### config.mk
export PLATFORM = sky130hd
export DESIGN_NAME = intel_hex_record_decoder
export DESIGN_NICKNAME = d
export VERILOG_FILES = /design/src/rtl/ihex_pkg.sv /design/src/rtl/ihex_line_core.sv /design/src/rtl/ihex_out_stage.sv /design/src/rtl/intel_hex_record_decoder.sv
export SDC_FILE = /design/constraint.sdc
export NUM_CORES = 1
export LEC_CHECK = 0
export BUFFER_PORTS_ARGS = -buffer_cell sky130_fd_sc_hd__buf_4
export CAP_MARGIN = 30
export CORE_MARGIN = 1.5
export CORE_UTILIZATION = 55
export CTS_BUF_LIST = sky130_fd_sc_hd__clkbuf_16
export CTS_CLUSTER_SIZE = 24
export DETAILED_ROUTE_END_ITERATION = 10
export GPL_TIMING_DRIVEN = 1
export PLACE_DENSITY = 0.8
export SKIP_CTS_REPAIR_TIMING = 1
export SLEW_MARGIN = 20
export SYNTH_ARGS = -nofsm -noshare
export SYNTH_HDL_FRONTEND = slang
export SYNTH_SLANG_ARGS = --single-unit
### constraint.sdc
create_clock -name i_clk -period 7.5 [get_ports i_clk]
set_input_delay 0.375 -clock i_clk [delete_from_list [all_inputs] [get_ports i_clk]]
set_output_delay 0.375 -clock i_clk [all_outputs]
set_load 0.01 [all_outputs]
### src/rtl/ihex_pkg.sv
package ihex_pkg;

    localparam logic [7:0] CHAR_COLON = 8'h3A;
    localparam logic [7:0] CHAR_ZERO  = 8'h30;
    localparam logic [7:0] CHAR_NINE  = 8'h39;
    localparam logic [7:0] CHAR_LC_A  = 8'h61;
    localparam logic [7:0] CHAR_LC_F  = 8'h66;
    localparam logic [7:0] CHAR_UC_A  = 8'h41;
    localparam logic [7:0] CHAR_UC_F  = 8'h46;
    localparam logic [7:0] HEX_TEN    = 8'h0A;

    localparam logic [7:0] REC_DATA = 8'h00;
    localparam logic [7:0] REC_ESA  = 8'h02;
    localparam logic [7:0] REC_SSA  = 8'h03;
    localparam logic [7:0] REC_ELA  = 8'h04;
    localparam logic [7:0] REC_SLA  = 8'h05;

    localparam logic [2:0] ST_OK       = 3'd0;
    localparam logic [2:0] ST_NO_COLON = 3'd1;
    localparam logic [2:0] ST_LENGTH   = 3'd2;
    localparam logic [2:0] ST_CHECKSUM = 3'd3;
    localparam logic [2:0] ST_ESA_BAD  = 3'd4;
    localparam logic [2:0] ST_ELA_BAD  = 3'd5;
    localparam logic [2:0] ST_SSA_BAD  = 3'd6;
    localparam logic [2:0] ST_SLA_BAD  = 3'd7;

    localparam logic       KIND_DATA   = 1'b0;
    localparam logic       KIND_STATUS = 1'b1;

    localparam logic [9:0] POS_MAX = 10'd1023;

    localparam int TDATA_BITS = 88;

    typedef struct packed {
        logic        kind;
        logic [31:0] byte_address;
        logic [7:0]  byte_value;
        logic [2:0]  line_status;
        logic [7:0]  record_kind;
        logic [31:0] start_value;
    } t_result;

    function automatic logic [3:0] hex_value(input logic [7:0] c);
        logic [7:0] v;
        begin
            v = 8'd0;
            if (c >= CHAR_ZERO && c <= CHAR_NINE) begin
                v = c - CHAR_ZERO;
            end else if (c >= CHAR_LC_A && c <= CHAR_LC_F) begin
                v = c - CHAR_LC_A + HEX_TEN;
            end else if (c >= CHAR_UC_A && c <= CHAR_UC_F) begin
                v = c - CHAR_UC_A + HEX_TEN;
            end
            hex_value = v[3:0];
        end
    endfunction

endpackage

### src/rtl/ihex_line_core.sv
module ihex_line_core
    import ihex_pkg::*;
(
    input  logic       i_clk,
    input  logic       i_rst_n,
    input  logic       i_step,
    input  logic [7:0] i_char,
    input  logic       i_line_end,
    output logic       o_res_valid,
    output t_result    o_res
);

    logic [9:0]  r_pos, n_pos;
    logic        r_colon, n_colon;
    logic [3:0]  r_high, n_high;
    logic [7:0]  r_count, n_count;
    logic [15:0] r_offset, n_offset;
    logic [7:0]  r_type, n_type;
    logic [7:0]  r_sum, n_sum;
    logic [31:0] r_lead, n_lead;
    logic [16:0] r_didx, n_didx;
    logic [7:0]  r_cksum, n_cksum;
    logic [31:0] r_base, n_base;
    logic [31:0] r_start_seg, n_start_seg;
    logic [31:0] r_start_lin, n_start_lin;

    logic [9:0]  w_base_len;
    logic [7:0]  w_byte;
    logic [8:0]  w_pair;
    logic [8:0]  w_pair_end;
    logic [2:0]  w_status;
    logic        w_form_ok;

    always_comb begin
        n_pos       = r_pos;
        n_colon     = r_colon;
        n_high      = r_high;
        n_count     = r_count;
        n_offset    = r_offset;
        n_type      = r_type;
        n_sum       = r_sum;
        n_lead      = r_lead;
        n_didx      = r_didx;
        n_cksum     = r_cksum;
        n_base      = r_base;
        n_start_seg = r_start_seg;
        n_start_lin = r_start_lin;
        o_res_valid = 1'b0;
        o_res       = '0;
        o_res.record_kind = r_type;

        w_base_len = {1'b0, r_count, 1'b0} + 10'd11;
        w_byte     = {r_high, hex_value(i_char)};
        w_pair     = r_pos[9:1] - 9'd1;
        w_pair_end = 9'd4 + {1'b0, r_count};
        w_form_ok  = (r_offset == 16'd0);
        w_status   = ST_OK;

        if (i_line_end) begin
            if (!r_colon) begin
                w_status = ST_NO_COLON;
            end else if (r_pos != w_base_len && r_pos != w_base_len + 10'd1) begin
                w_status = ST_LENGTH;
            end else if (8'(9'h100 - {1'b0, r_sum}) != r_cksum) begin
                w_status = ST_CHECKSUM;
            end else if (r_type == REC_ESA || r_type == REC_ELA) begin
                if (!w_form_ok || r_count != 8'd2) begin
                    w_status = (r_type == REC_ESA) ? ST_ESA_BAD : ST_ELA_BAD;
                end else if (r_type == REC_ESA) begin
                    n_base = {12'd0, r_lead[15:0], 4'd0};
                end else begin
                    n_base = {r_lead[15:0], 16'd0};
                end
            end else if (r_type == REC_SSA || r_type == REC_SLA) begin
                if (!w_form_ok || r_count != 8'd4) begin
                    w_status = (r_type == REC_SSA) ? ST_SSA_BAD : ST_SLA_BAD;
                end else if (r_type == REC_SSA) begin
                    n_start_seg = r_lead;
                end else begin
                    n_start_lin = r_lead;
                end
            end
            if (w_status >= ST_CHECKSUM) begin
                n_base = 32'd0;
            end
            o_res_valid       = 1'b1;
            o_res.kind        = KIND_STATUS;
            o_res.line_status = w_status;
            o_res.start_value = (r_type == REC_SSA) ? n_start_seg
                              : (r_type == REC_SLA) ? n_start_lin : 32'd0;
            n_pos    = 10'd0;
            n_colon  = 1'b0;
            n_high   = 4'd0;
            n_count  = 8'd0;
            n_offset = 16'd0;
            n_type   = 8'd0;
            n_sum    = 8'd0;
            n_lead   = 32'd0;
            n_didx   = 17'd0;
            n_cksum  = 8'd0;
        end else begin
            if (r_pos == 10'd0) begin
                n_colon = (i_char == CHAR_COLON);
            end else if (r_pos[0]) begin
                n_high = hex_value(i_char);
            end else begin
                if (w_pair == 9'd0) begin
                    n_count = w_byte;
                    n_sum   = r_sum + w_byte;
                end else if (w_pair == 9'd1) begin
                    n_offset = {w_byte, r_offset[7:0]};
                    n_sum    = r_sum + w_byte;
                end else if (w_pair == 9'd2) begin
                    n_offset = {r_offset[15:8], w_byte};
                    n_sum    = r_sum + w_byte;
                end else if (w_pair == 9'd3) begin
                    n_type = w_byte;
                    n_sum  = r_sum + w_byte;
                end else if (w_pair < w_pair_end) begin
                    n_sum  = r_sum + w_byte;
                    n_lead = {r_lead[23:0], w_byte};
                    if (r_colon && r_type == REC_DATA) begin
                        o_res_valid        = 1'b1;
                        o_res.kind         = KIND_DATA;
                        o_res.byte_address = r_base + {16'd0, r_offset} + {15'd0, r_didx};
                        o_res.byte_value   = w_byte;
                    end
                    n_didx = r_didx + 17'd1;
                end else if (w_pair == w_pair_end) begin
                    n_cksum = w_byte;
                end
            end
            if (r_pos < POS_MAX) begin
                n_pos = r_pos + 10'd1;
            end
        end
    end

    always_ff @(posedge i_clk) begin
        if (!i_rst_n) begin
            r_pos       <= 10'd0;
            r_colon     <= 1'b0;
            r_high      <= 4'd0;
            r_count     <= 8'd0;
            r_offset    <= 16'd0;
            r_type      <= 8'd0;
            r_sum       <= 8'd0;
            r_lead      <= 32'd0;
            r_didx      <= 17'd0;
            r_cksum     <= 8'd0;
            r_base      <= 32'd0;
            r_start_seg <= 32'd0;
            r_start_lin <= 32'd0;
        end else if (i_step) begin
            r_pos       <= n_pos;
            r_colon     <= n_colon;
            r_high      <= n_high;
            r_count     <= n_count;
            r_offset    <= n_offset;
            r_type      <= n_type;
            r_sum       <= n_sum;
            r_lead      <= n_lead;
            r_didx      <= n_didx;
            r_cksum     <= n_cksum;
            r_base      <= n_base;
            r_start_seg <= n_start_seg;
            r_start_lin <= n_start_lin;
        end
    end

endmodule

### src/rtl/ihex_out_stage.sv
module ihex_out_stage
    import ihex_pkg::*;
(
    input  logic    i_clk,
    input  logic    i_rst_n,
    input  logic    i_load,
    input  t_result i_res,
    input  logic    i_ready,
    output logic    o_valid,
    output t_result o_res
);

    logic    r_valid, n_valid;
    t_result r_res;

    always_comb begin
        n_valid = r_valid;
        if (i_load) begin
            n_valid = 1'b1;
        end else if (i_ready) begin
            n_valid = 1'b0;
        end
    end

    always_ff @(posedge i_clk) begin
        if (!i_rst_n) begin
            r_valid <= 1'b0;
        end else begin
            r_valid <= n_valid;
        end
    end

    always_ff @(posedge i_clk) begin
        if (i_load) begin
            r_res <= i_res;
        end
    end

    assign o_valid = r_valid;
    assign o_res   = r_res;

endmodule

### src/rtl/intel_hex_record_decoder.sv
// Intel HEX line decoder.
// The slave channel takes one ASCII character per item in tdata; an item
// with tlast high ends the line and its tdata is ignored.
// The master channel gives results. tuser is 0 for a provisional data byte
// write (address and byte value) and 1 for the status of a finished line
// (status code, record type and start address for start records).
// Each character passes an input register and then the decode logic, whose
// result lands in the output register. Characters that give no result
// simply pass through.
// One item is accepted every clock while the output register is empty or
// being read; throughput is one item per cycle, set by the single decode
// step between the two registers.
// When the receiver stalls with a result pending, the input register holds
// one more item and then tready falls until the result is taken.
// Reset clears the line state, the segment base and both start addresses,
// and empties both registers.
module intel_hex_record_decoder
    import ihex_pkg::*;
(
    input  logic                  i_clk,
    input  logic                  i_rst_n,
    input  logic                  i_s_axis_tvalid,
    output logic                  o_s_axis_tready,
    input  logic [7:0]            i_s_axis_tdata,  // char_code
    input  logic                  i_s_axis_tlast,  // line_end
    output logic                  o_m_axis_tvalid,
    input  logic                  i_m_axis_tready,
    // byte_address[31:0], byte_value[39:32], line_status[42:40],
    // record_kind[50:43], start_value[82:51], zero fill above
    output logic [TDATA_BITS-1:0] o_m_axis_tdata,
    output logic                  o_m_axis_tuser   // kind
);

    logic       r_in_valid;
    logic [7:0] r_in_char;
    logic       r_in_last;
    logic       w_out_free;
    logic       w_step;
    logic       w_res_valid;
    t_result    w_res;
    t_result    w_out;

    assign w_out_free      = !o_m_axis_tvalid || i_m_axis_tready;
    assign w_step          = r_in_valid && w_out_free;
    assign o_s_axis_tready = !r_in_valid || w_out_free;

    always_ff @(posedge i_clk) begin
        if (!i_rst_n) begin
            r_in_valid <= 1'b0;
        end else if (o_s_axis_tready) begin
            r_in_valid <= i_s_axis_tvalid;
        end
    end

    always_ff @(posedge i_clk) begin
        if (o_s_axis_tready && i_s_axis_tvalid) begin
            r_in_char <= i_s_axis_tdata;
            r_in_last <= i_s_axis_tlast;
        end
    end

    ihex_line_core u_core (
        .i_clk      (i_clk),
        .i_rst_n    (i_rst_n),
        .i_step     (w_step),
        .i_char     (r_in_char),
        .i_line_end (r_in_last),
        .o_res_valid(w_res_valid),
        .o_res      (w_res)
    );

    ihex_out_stage u_out (
        .i_clk  (i_clk),
        .i_rst_n(i_rst_n),
        .i_load (w_step && w_res_valid),
        .i_res  (w_res),
        .i_ready(i_m_axis_tready),
        .o_valid(o_m_axis_tvalid),
        .o_res  (w_out)
    );

    assign o_m_axis_tuser = w_out.kind;
    assign o_m_axis_tdata = {5'd0, w_out.start_value, w_out.record_kind,
                             w_out.line_status, w_out.byte_value, w_out.byte_address};

endmodule

==> results.md, run 1 <==
Outcome:
- The run finished with clean final reports.

Timing:
- Subtracting the final worst setup slack from the clock period gives 4.00 ns.
- The transition at the pin with the smallest max-transition slack is 0.951 ns.
- The max-slew violation count came to 0.
- In this run the tightest slew margin relative to its limit is between 30% and 40%.
- Between clock sinks in the finished design, the worst skew comes to between 0.009 and 0.01 ns.
- The part of the cycle the worst path needs is 53.4%.
- Summed over all failing endpoints, the final setup total negative slack is 0 ns.
- For this run, the top clock speed supported by timing is 0.250 GHz.
- The number of setup violations in the final report is 0.
- Setup repair after global routing left no endpoint under its margin.
- The total count of hold-check failures in the final report is 0.

Finish:
- Once layout is complete, the utilization of the core stands at 63.4%.
- The most common library cell in the layout ignoring fill and taps is sky130_fd_sc_hd__nand2_1.
- From synthesis to final layout, the design area changed by 13.1%.
- After filler insertion, the fill cell instance count of the layout stands at between 2,000 and 2,500.
- In the layout the commonest cells are sky130_fd_sc_hd__nand2_1 (214), sky130_fd_sc_hd__dfxtp_1 (206), sky130_fd_sc_hd__nor2_1 (161), sky130_fd_sc_hd__nand3_1 (129), sky130_fd_sc_hd__buf_4 (112).
- For this run, the post-layout net count is between 1,500 and 2,000.
- The proportion of layout cells with a drive suffix above 1 is 11.1%.
- The diode insertion count for antenna repair is 0.
- The final cell area excluding filler cells is 0.0176 mm².

Synth:
- The average cell area after synthesis is 9.32 µm².
- The synthesized netlist occupies a cell area of about 0.016 mm².
- The synthesized instance count is 1,670.
- The predominant post-synthesis flop cell is sky130_fd_sc_hd__dfxtp_1.
- For this run, asynchronously set or reset flops after synthesis account for 0%.
- The synthesis-stage register bit count is approximately 300.
- sky130_fd_sc_hd__dfxtp_1 takes more of the synthesized area than any other cell.
- For this run, the number of Yosys warnings is 0.
- Counting flops with a built-in enable in the synthesized netlist gives 93.
- Yosys attributes the largest share of cell area to sky130_fd_sc_hd__dfxtp_1 (27%), sky130_fd_sc_hd__edfxtp_1 (18%), sky130_fd_sc_hd__mux2i_1 (5.5%), sky130_fd_sc_hd__nand2_1 (5.2%), sky130_fd_sc_hd__ha_1 (4.7%).
- Counting distinct cell types in the post-synthesis netlist gives between 80 and 90.
- The synthesized design devotes to its leading area cell type 26.5% of total area.
- The sequential element share of the synthesized area is 44.5%.

Placement:
- The HPWL reported at the end of detailed placement is 26.0 mm.
- The placed standard-cell area is 0.0164 mm².
- The last weighted congestion value of the routability-driven placer is 0.952.
- The number of buffers added on ports is 98.

Global route:
- The total overflow left after global routing is 0.
- The initial antenna violation count was 0.
- The via count of the first global-routing pass is approximately 12,000.
- The total routing usage reported by global routing is a little over a quarter.
- The first global-routing pass estimated just over 60 mm of wire.
- Entering global routing, the biggest net connects 104 pins.

Drt:
- The wire length per cell after detailed routing is 18.3 µm.
- In the routed design, unresolved DRC markers number 0.
- The first detailed-routing pass took 6 iterations.
- The total via count in the routed design is 12,700.
- The detailed router's first-iteration violation count is ~1,300.
- In this run the remaining antenna-violating nets after routing total 0.
- The final routed wirelength across all metal layers is 38.9 mm.
- The vias per cell is a little under 6.

Worst setup path:
- The length in cells of the worst reg-to-reg path is 17.
- Data on the critical path is required at its endpoint by approximately 8.0 ns.
- The data arrival time of the worst path is 4.51 ns.
- The startpoint type of the worst setup path is a flop.
- The critical path in this run is classified as flop to flop.
- Of all nets on the critical path, the largest fanout is 6.
- The worst setup path is captured at a flop.

Clock tree:
- The tree is rooted in a sky130_fd_sc_hd__clkbuf_16.
- The maximum level of the CTS H-tree is 1.
- The later pin in the worst-skew pair is clocked with a latency of 0.58 ns.
- The TritonCTS clock tree is yes.
- The clock buffer count from CTS is 31.
- Counting every sink on the clock net gives 299.
- The clock slew seen by the registers of the worst setup and hold paths is 0.06 ns.
- The clock passes through at most 3 buffers.

Floorplanning:
- The number of I/O pins is 104.
- The core area is 0.0278 mm².
- For this configuration, the core starts out at a cell density of 56.0%.
- The die is 171 µm tall.
- The floorplan die width is 171 µm.
- The die covers between 0.02 and 0.03 mm².
- The floorplan row count is 61.

Flow run:
- The count of max-cap constraint violations is 0.

Hold path:
- The number of cells traversed by the worst hold path is 3.
- The class of the worst hold path is input port to flop.

Power and ir drop:
- The worst-case IR drop observed on VDD is 0.000178 V.
- The overall power is 3.31 mW.
- For this design the ratio of total power to cell area is 188 mW/mm².
- The static leakage is 7.13 nW.
## registers in the layout (all words and copies together) (netlist names), 4 cells and up
register            count
u_core.r_offset        16
u_out.o_res            84
u_core.r_count          8
u_core.r_type           8
u_core.r_lead          32
u_core.r_start_lin     32
u_core.r_sum            8
u_core.r_cksum          8
u_core.r_base          28
u_core.r_start_seg     32
u_core.r_didx          17
u_core.r_pos           10
r_in_char               8
u_core.r_high           4
## critical path, stage by stage (launching register included)
cell and delay, ns:
sky130_fd_sc_hd__edfxtp_1 0.43, sky130_fd_sc_hd__inv_1 0.15, sky130_fd_sc_hd__ha_1 0.20, sky130_fd_sc_hd__nand2b_1 0.07, sky130_fd_sc_hd__o221ai_1 0.17, sky130_fd_sc_hd__a21oi_1 0.12, sky130_fd_sc_hd__nor2b_1 0.15, sky130_fd_sc_hd__o21ai_0 0.14
sky130_fd_sc_hd__o21a_1 0.47, sky130_fd_sc_hd__inv_1 0.09, sky130_fd_sc_hd__ha_1 0.35, sky130_fd_sc_hd__a21oi_1 0.24, sky130_fd_sc_hd__o21ai_0 0.18, sky130_fd_sc_hd__o41ai_1 0.35, sky130_fd_sc_hd__xnor2_1 0.16, sky130_fd_sc_hd__nand2_1 0.09
sky130_fd_sc_hd__or4_1 0.44, sky130_fd_sc_hd__a31oi_1 0.14
## path summary, 6_finish.rpt
kind | startpoint | endpoint | slack [ns]
max | r_in_char[0] | u_core.r_sum[7] | 3.50
max reg2reg | r_in_char[0] | u_core.r_sum[7] | 3.50
min reg2reg | u_core.r_start_seg[16] | u_core.r_start_seg[16] | 0.46
min | i_s_axis_tvalid | r_in_valid | 0.01
## cell families (layout without fill, tap and decap cells)
| logic type | Yosys count | after routing | share of synthesized area (%) |
|---|---|---|---|
| AND/OR/NAND/NOR | 665 | 665 | 20.6 |
| AO/OA/AOI/OAI | 318 | 318 | 13.6 |
| flip-flops | 299 | 299 | 44.5 |
| buffers and inverters | 145 | 223 | 4.31 |
| multiplexers | 86 | 86 | 5.53 |
| XOR/XNOR | 84 | 84 | 4.95 |
| adder cells (fa/ha/maj) | 72 | 72 | 6.47 |
| other | 1 | 5 | 0.0241 |
## through the flow
step                worst slack [ns]  hold WS (ns)  instances
floorplan                       1.30         0.406       1674
global placement                3.44         0.442       2055
detailed placement              3.30         0.449       2058
CTS                             3.23       -0.0433       2115
global route                    3.18        0.0532       2130
finish                          3.50        0.0136       2130
## metal layers
| metal | part of all wire (%) | GRT usage (%) |
|---|---|---|
| met2 | 47 | 44.9 |
| met5 | 0 | 0 |
| met3 | 7.1 | 2.97 |
| met4 | 3.1 | 9.42 |
| met1 | 43 | 35.6 |
## report_power, final
group | internal, mW | leakage [nW] | switching, mW
Combinational | 0.0345 | 4.00 | 0.0788
Sequential | 1.67 | 2.59 | 0.00680
Clock | 0.867 | 0.532 | 0.646
Total | 2.58 | 7.13 | 0.731
## cell usage after synthesis, drive strengths merged, types with 6 or more instances
cell type and instances:
nor2 163, a22o 42, edfxtp 93, clkbuf 57
buf 50, o21ai 106, xor2 34, fa 14
and2 6, a31oi 14, o21a 8, nand3 131
ha 58, or4 10, and3 24, a21oi 54
xnor2 48, or3b 7, o31ai 7, nor2b 16
mux2i 86, a211oi 6, or3 6, nand4 12
a21o 14, inv 37, nand2b 10, nor3 24
nor3b 8, a22oi 32, dfxtp 206, nor4 14
nand2 214
## layout make-up
cell class / count / area [µm²] / area share [%]
Multi-Input combinational cell: 1230 / 8000 / 45.5
Sequential cell: 299 / 6920 / 39.3
Timing Repair Buffer: 128 / 1060 / 6.00
Clock buffer: 35 / 876 / 4.98
Tap cell: 378 / 473 / 2.69
Inverter: 38 / 143 / 0.810
Clock inverter: 22 / 134 / 0.761
(Power assumes the default switching activity.)
==> run 2: changes to the inputs <==
- clock period: 7.5 -> 3.8 ns (I/O delays scaled with it)
==> run 2 against run 1 <==
  * Non-clock buffer count rose by 17
  * Critical path depth fell by 6
  * Sequential share of layout area fell by 0.25 points
  * Sequential cell count did not move
  * First-iteration DRC count fell by 8.0%
  * Core utilization rose by 0.44 points
  * Die area did not move
  * Largest cell class unchanged
  * Register-to-register slack got worse by 3.4 ns
  * Routed wire length fell by 0.81%
  * Worst setup slack got worse by 3.4 ns
  * Critical path type unchanged
  * Total power rose by 96%
  * Sequential power rose by 98%
==> results.md, run 2 (synthesis gave the netlist of run 1 again) <==
Outcome:
- Run status: completed (unchanged).

Global route:
- The via count of the first global-routing pass is 12,000 (was 11,900).
- The total routing usage reported by global routing is 26.5% (was 26.7%).
- The maximum number of pins on one net before global-route repair came to 91 (was 104).
- The initial antenna violation count is 0 (unchanged).
- The wire length of the first global-routing pass is 61.9 mm (was 61.7 mm).
- The total grt overflow was 0 (unchanged).

Finish:
- The final-layout fill cell count came to 2,332 (was 2,316).
- The final cell area excluding filler cells is 0.0177 mm² (was 0.0176 mm²).
- The net count of the finished layout is 1,829 (was 1,813).
- The final standard cell utilization of the core came to 63.8% (was 63.4%).
- The synthesis-to-layout area growth is 13.9% (was 13.1%).
- The number of flip-flops under the largest register name was 84 (unchanged).
- Top library cells by usage in the layout, fill and taps aside: sky130_fd_sc_hd__nand2_1 (214), sky130_fd_sc_hd__dfxtp_1 (204), sky130_fd_sc_hd__nor2_1 (160), sky130_fd_sc_hd__buf_4 (130), sky130_fd_sc_hd__nand3_1 (129) (was sky130_fd_sc_hd__nand2_1 (214), sky130_fd_sc_hd__dfxtp_1 (206), sky130_fd_sc_hd__nor2_1 (161), sky130_fd_sc_hd__nand3_1 (129), sky130_fd_sc_hd__buf_4 (112)).
- The proportion of layout cells with a drive suffix above 1 is 12.2% (was 11.1%).
- The diode insertion count for antenna repair is 0 (unchanged).
- The most common library cell in the layout ignoring fill and taps is sky130_fd_sc_hd__nand2_1 (unchanged).

Drt:
- The routed wire length on met2 was 18.1 mm (was 18.3 mm).
- The detailed router's first-iteration violation count is 1,230 (was 1,337).
- The routed metal-1 wire length is 16.7 mm (was 16.6 mm).
- The vias per cell came to 5.94 (was 5.97).
- The topmost layer with routed signal wires was met4 (unchanged).
- The wire length per cell after detailed routing is 18.0 µm (was 18.3 µm).
- The number of nets with antenna violations after detailed routing is 0 (unchanged).
- The total via count in the routed design is 12,800 (was 12,700).
- The final routed wirelength across all metal layers came to 38.6 mm (was 38.9 mm).
- The met3 routed wirelength came to 2.35 mm (was 2.76 mm).
- The total iterations of the first detailed-routing run came to 5 (was 6).
- The number of remaining DRC errors is 0 (unchanged).

Worst setup path:
- The length in cells of the worst reg-to-reg path is 11 (was 17).
- The required time of the critical path is 4.10 ns (was 8.00 ns).
- The reg-to-reg critical path startpoint is u_core.r_didx[7] (was r_in_char[0]).
- The startpoint type of the worst setup path is a flop (unchanged).
- The maximum cell stage delay along the critical path was 0.46 ns (was 0.47 ns).
- The biggest fanout along the worst timing path is 7 (was 6).
- The cell with the largest stage delay on the worst path is sky130_fd_sc_hd__fa_1 (was sky130_fd_sc_hd__o21a_1).
- The worst flop-to-flop path endpoint is u_out.o_res[73] (was u_core.r_sum[7]).
- The setup slack of the most critical reg-to-reg path is 0.13 ns (was 3.50 ns).
- The kind of capture point of the worst setup path is a flop (unchanged).
- Sequence of cells on the critical path: fa_1 > ha_1 > and2_1 > or4_1 > a21oi_1 > o311ai_0 > a21o_1 > a221o_1 > nand3_1 > xor2_1 > nor2_1 (was inv_1 > ha_1 > nand2b_1 > o221ai_1 > a21oi_1 > nor2b_1 > o21ai_0 > o21a_1 > inv_1 > ha_1 > a21oi_1 > o21ai_0 > o41ai_1 > xnor2_1 > nand2_1 > or4_1 > a31oi_1).
- The critical setup path kind is flop to flop (unchanged).
- The data arrival time of the worst path is 3.97 ns (was 4.51 ns).

Hold path:
- The number of cells traversed by the worst hold path was 4 (was 3).
- The class of the worst hold path is input port to flop (unchanged).
- The worst hold path startpoint is i_m_axis_tready (was i_s_axis_tvalid).
- The hold-critical path endpoint is r_in_valid (unchanged).

Timing:
- The max-slew violation count was 0 (unchanged).
- The number of setup violations in the final report is 0 (unchanged).
- The part of the cycle the worst path needs is 96.6% (was 53.4%).
- The worst-case clock skew is 0.0121 ns (was 0.00934 ns).
- The headroom to the max-slew limit is 41.0% (was 36.2%).
- The achievable clock frequency is 0.272 GHz (was 0.250 GHz).
- The total count of hold-check failures in the final report is 0 (unchanged).
- The transition at the pin with the smallest max-transition slack is 0.885 ns (was 0.951 ns).
- The total negative slack for setup checks is 0 ns (unchanged).
- Setup repair after global routing missed its margin: no (unchanged).
- The time the final worst path needs with I/O delays and setup is 3.67 ns (was 4.00 ns).

Floorplanning:
- The area of the die is 0.0293 mm² (unchanged).
- The floorplan row count was 61 (unchanged).
- The number of I/O pins is 104 (unchanged).
- The starting density of the core is 56.0% (unchanged).
- The vertical die dimension is 171 µm (unchanged).
- The floorplan die width was 171 µm (unchanged).
- The core area came to 0.0278 mm² (unchanged).

Clock tree:
- The worst-skew pair later-pin latency is 0.56 ns (was 0.58 ns).
- The TritonCTS clock tree is yes (unchanged).
- The total clock sinks came to 299 (unchanged).
- The clock buffer count from CTS was 30 (was 31).
- The maximum level of the CTS H-tree is 1 (unchanged).
- The clock slew seen by the registers of the worst setup and hold paths is 0.06 ns (about the same).
- The buffer type at the clock tree root is sky130_fd_sc_hd__clkbuf_16 (unchanged).
- The maximum clock insertion buffer count was 3 (unchanged).

Power and ir drop:
- The worst-case vdd ir drop is 0.000400 V (was 0.000178 V).
- The share of total power consumed by net switching is 21.6% (was 22.1%).
- The static leakage was 7.22 nW (was 7.13 nW).
- The power density over the cells came to 365 mW/mm² (was 188 mW/mm²).
- The net switching power of the design was 1.40 mW (was 731 µW).
- The combinational cell fraction of total power is 3.4% (about the same).
- The overall power is 6.47 mW (was 3.31 mW).
- The proportion of power drawn by flip-flops and latches is 51.2% (was 50.8%).
- The relative contribution of the clock network to total power is 45.4% (was 45.7%).
- The internal cell power came to 5.07 mW (was 2.58 mW).

Placement:
- The last weighted congestion value of the routability-driven placer came to 0.907 (was 0.952).
- The placed standard-cell area came to 0.0166 mm² (was 0.0164 mm²).
- The number of buffers added on ports is 98 (unchanged).
- The HPWL reported at the end of detailed placement came to 26.1 mm (was 26.0 mm).

Flow run:
- The count of max-cap constraint violations is 0 (unchanged).
[run 2: critical path: cells and delay by family (launching register included)]
kind            cells  cell delay (ns)
compound gates      4             1.22
fa+ha+maj           2             0.83
simple gates        4             0.78
flops               1             0.44
xor+xnor            1             0.15
[run 2: worst max path at each step]
stage	from	end	slack, ns	cells past startpoint
final	u_core.r_didx[7]	u_out.o_res[73]	0.13	11
after global routing	u_core.r_didx[7]	u_out.o_res[73]	0.009	11
after floorplan	u_core.r_pos[2]	u_out.o_res[0]	0.002	12
after detailed placement	u_core.r_didx[7]	u_out.o_res[73]	0.23	11
after global placement	u_core.r_didx[7]	u_out.o_res[75]	0.34	11
after CTS	u_core.r_didx[7]	u_out.o_res[73]	0.20	11
[run 2: power groups by stage]
stage	clock [mW]	combinational, mW	sequential (mW)
floorplan	0	0.124	3.39
global placement	0	0.203	3.39
detailed placement	0	0.207	3.39
CTS	2.96	0.208	3.32
global route	3.10	0.237	3.32
finish	2.94	0.219	3.32
[run 2: area by class of cell]
class	instances	area, µm²	share of cell area, %
tap	378	473	2.67
clock buffer	35	876	4.94
sequential	299	6920	39.0
timing repair buffer	145	1180	6.64
multi-input combinational	1230	8020	45.2
inverter	38	143	0.805
clock inverter	21	119	0.671
[run 2: through the flow]
step           hold slack, ns  cells  worst slack [ns]
5_1_grt                0.0962   2146           0.00907
3_5_place_dp            0.369   2078             0.226
6_report               0.0596   2146             0.128
4_1_cts                -0.203   2134             0.204
2_1_floorplan           0.289   1674           0.00219
3_3_place_gp            0.369   2078             0.339
[run 2: per-layer routing]
layer	up-vias	track usage [%]
li1	6101	-
met3	91	3.22
met5	-	0
met1	6106	35.3
met4	0	10.2
met2	459	44.1
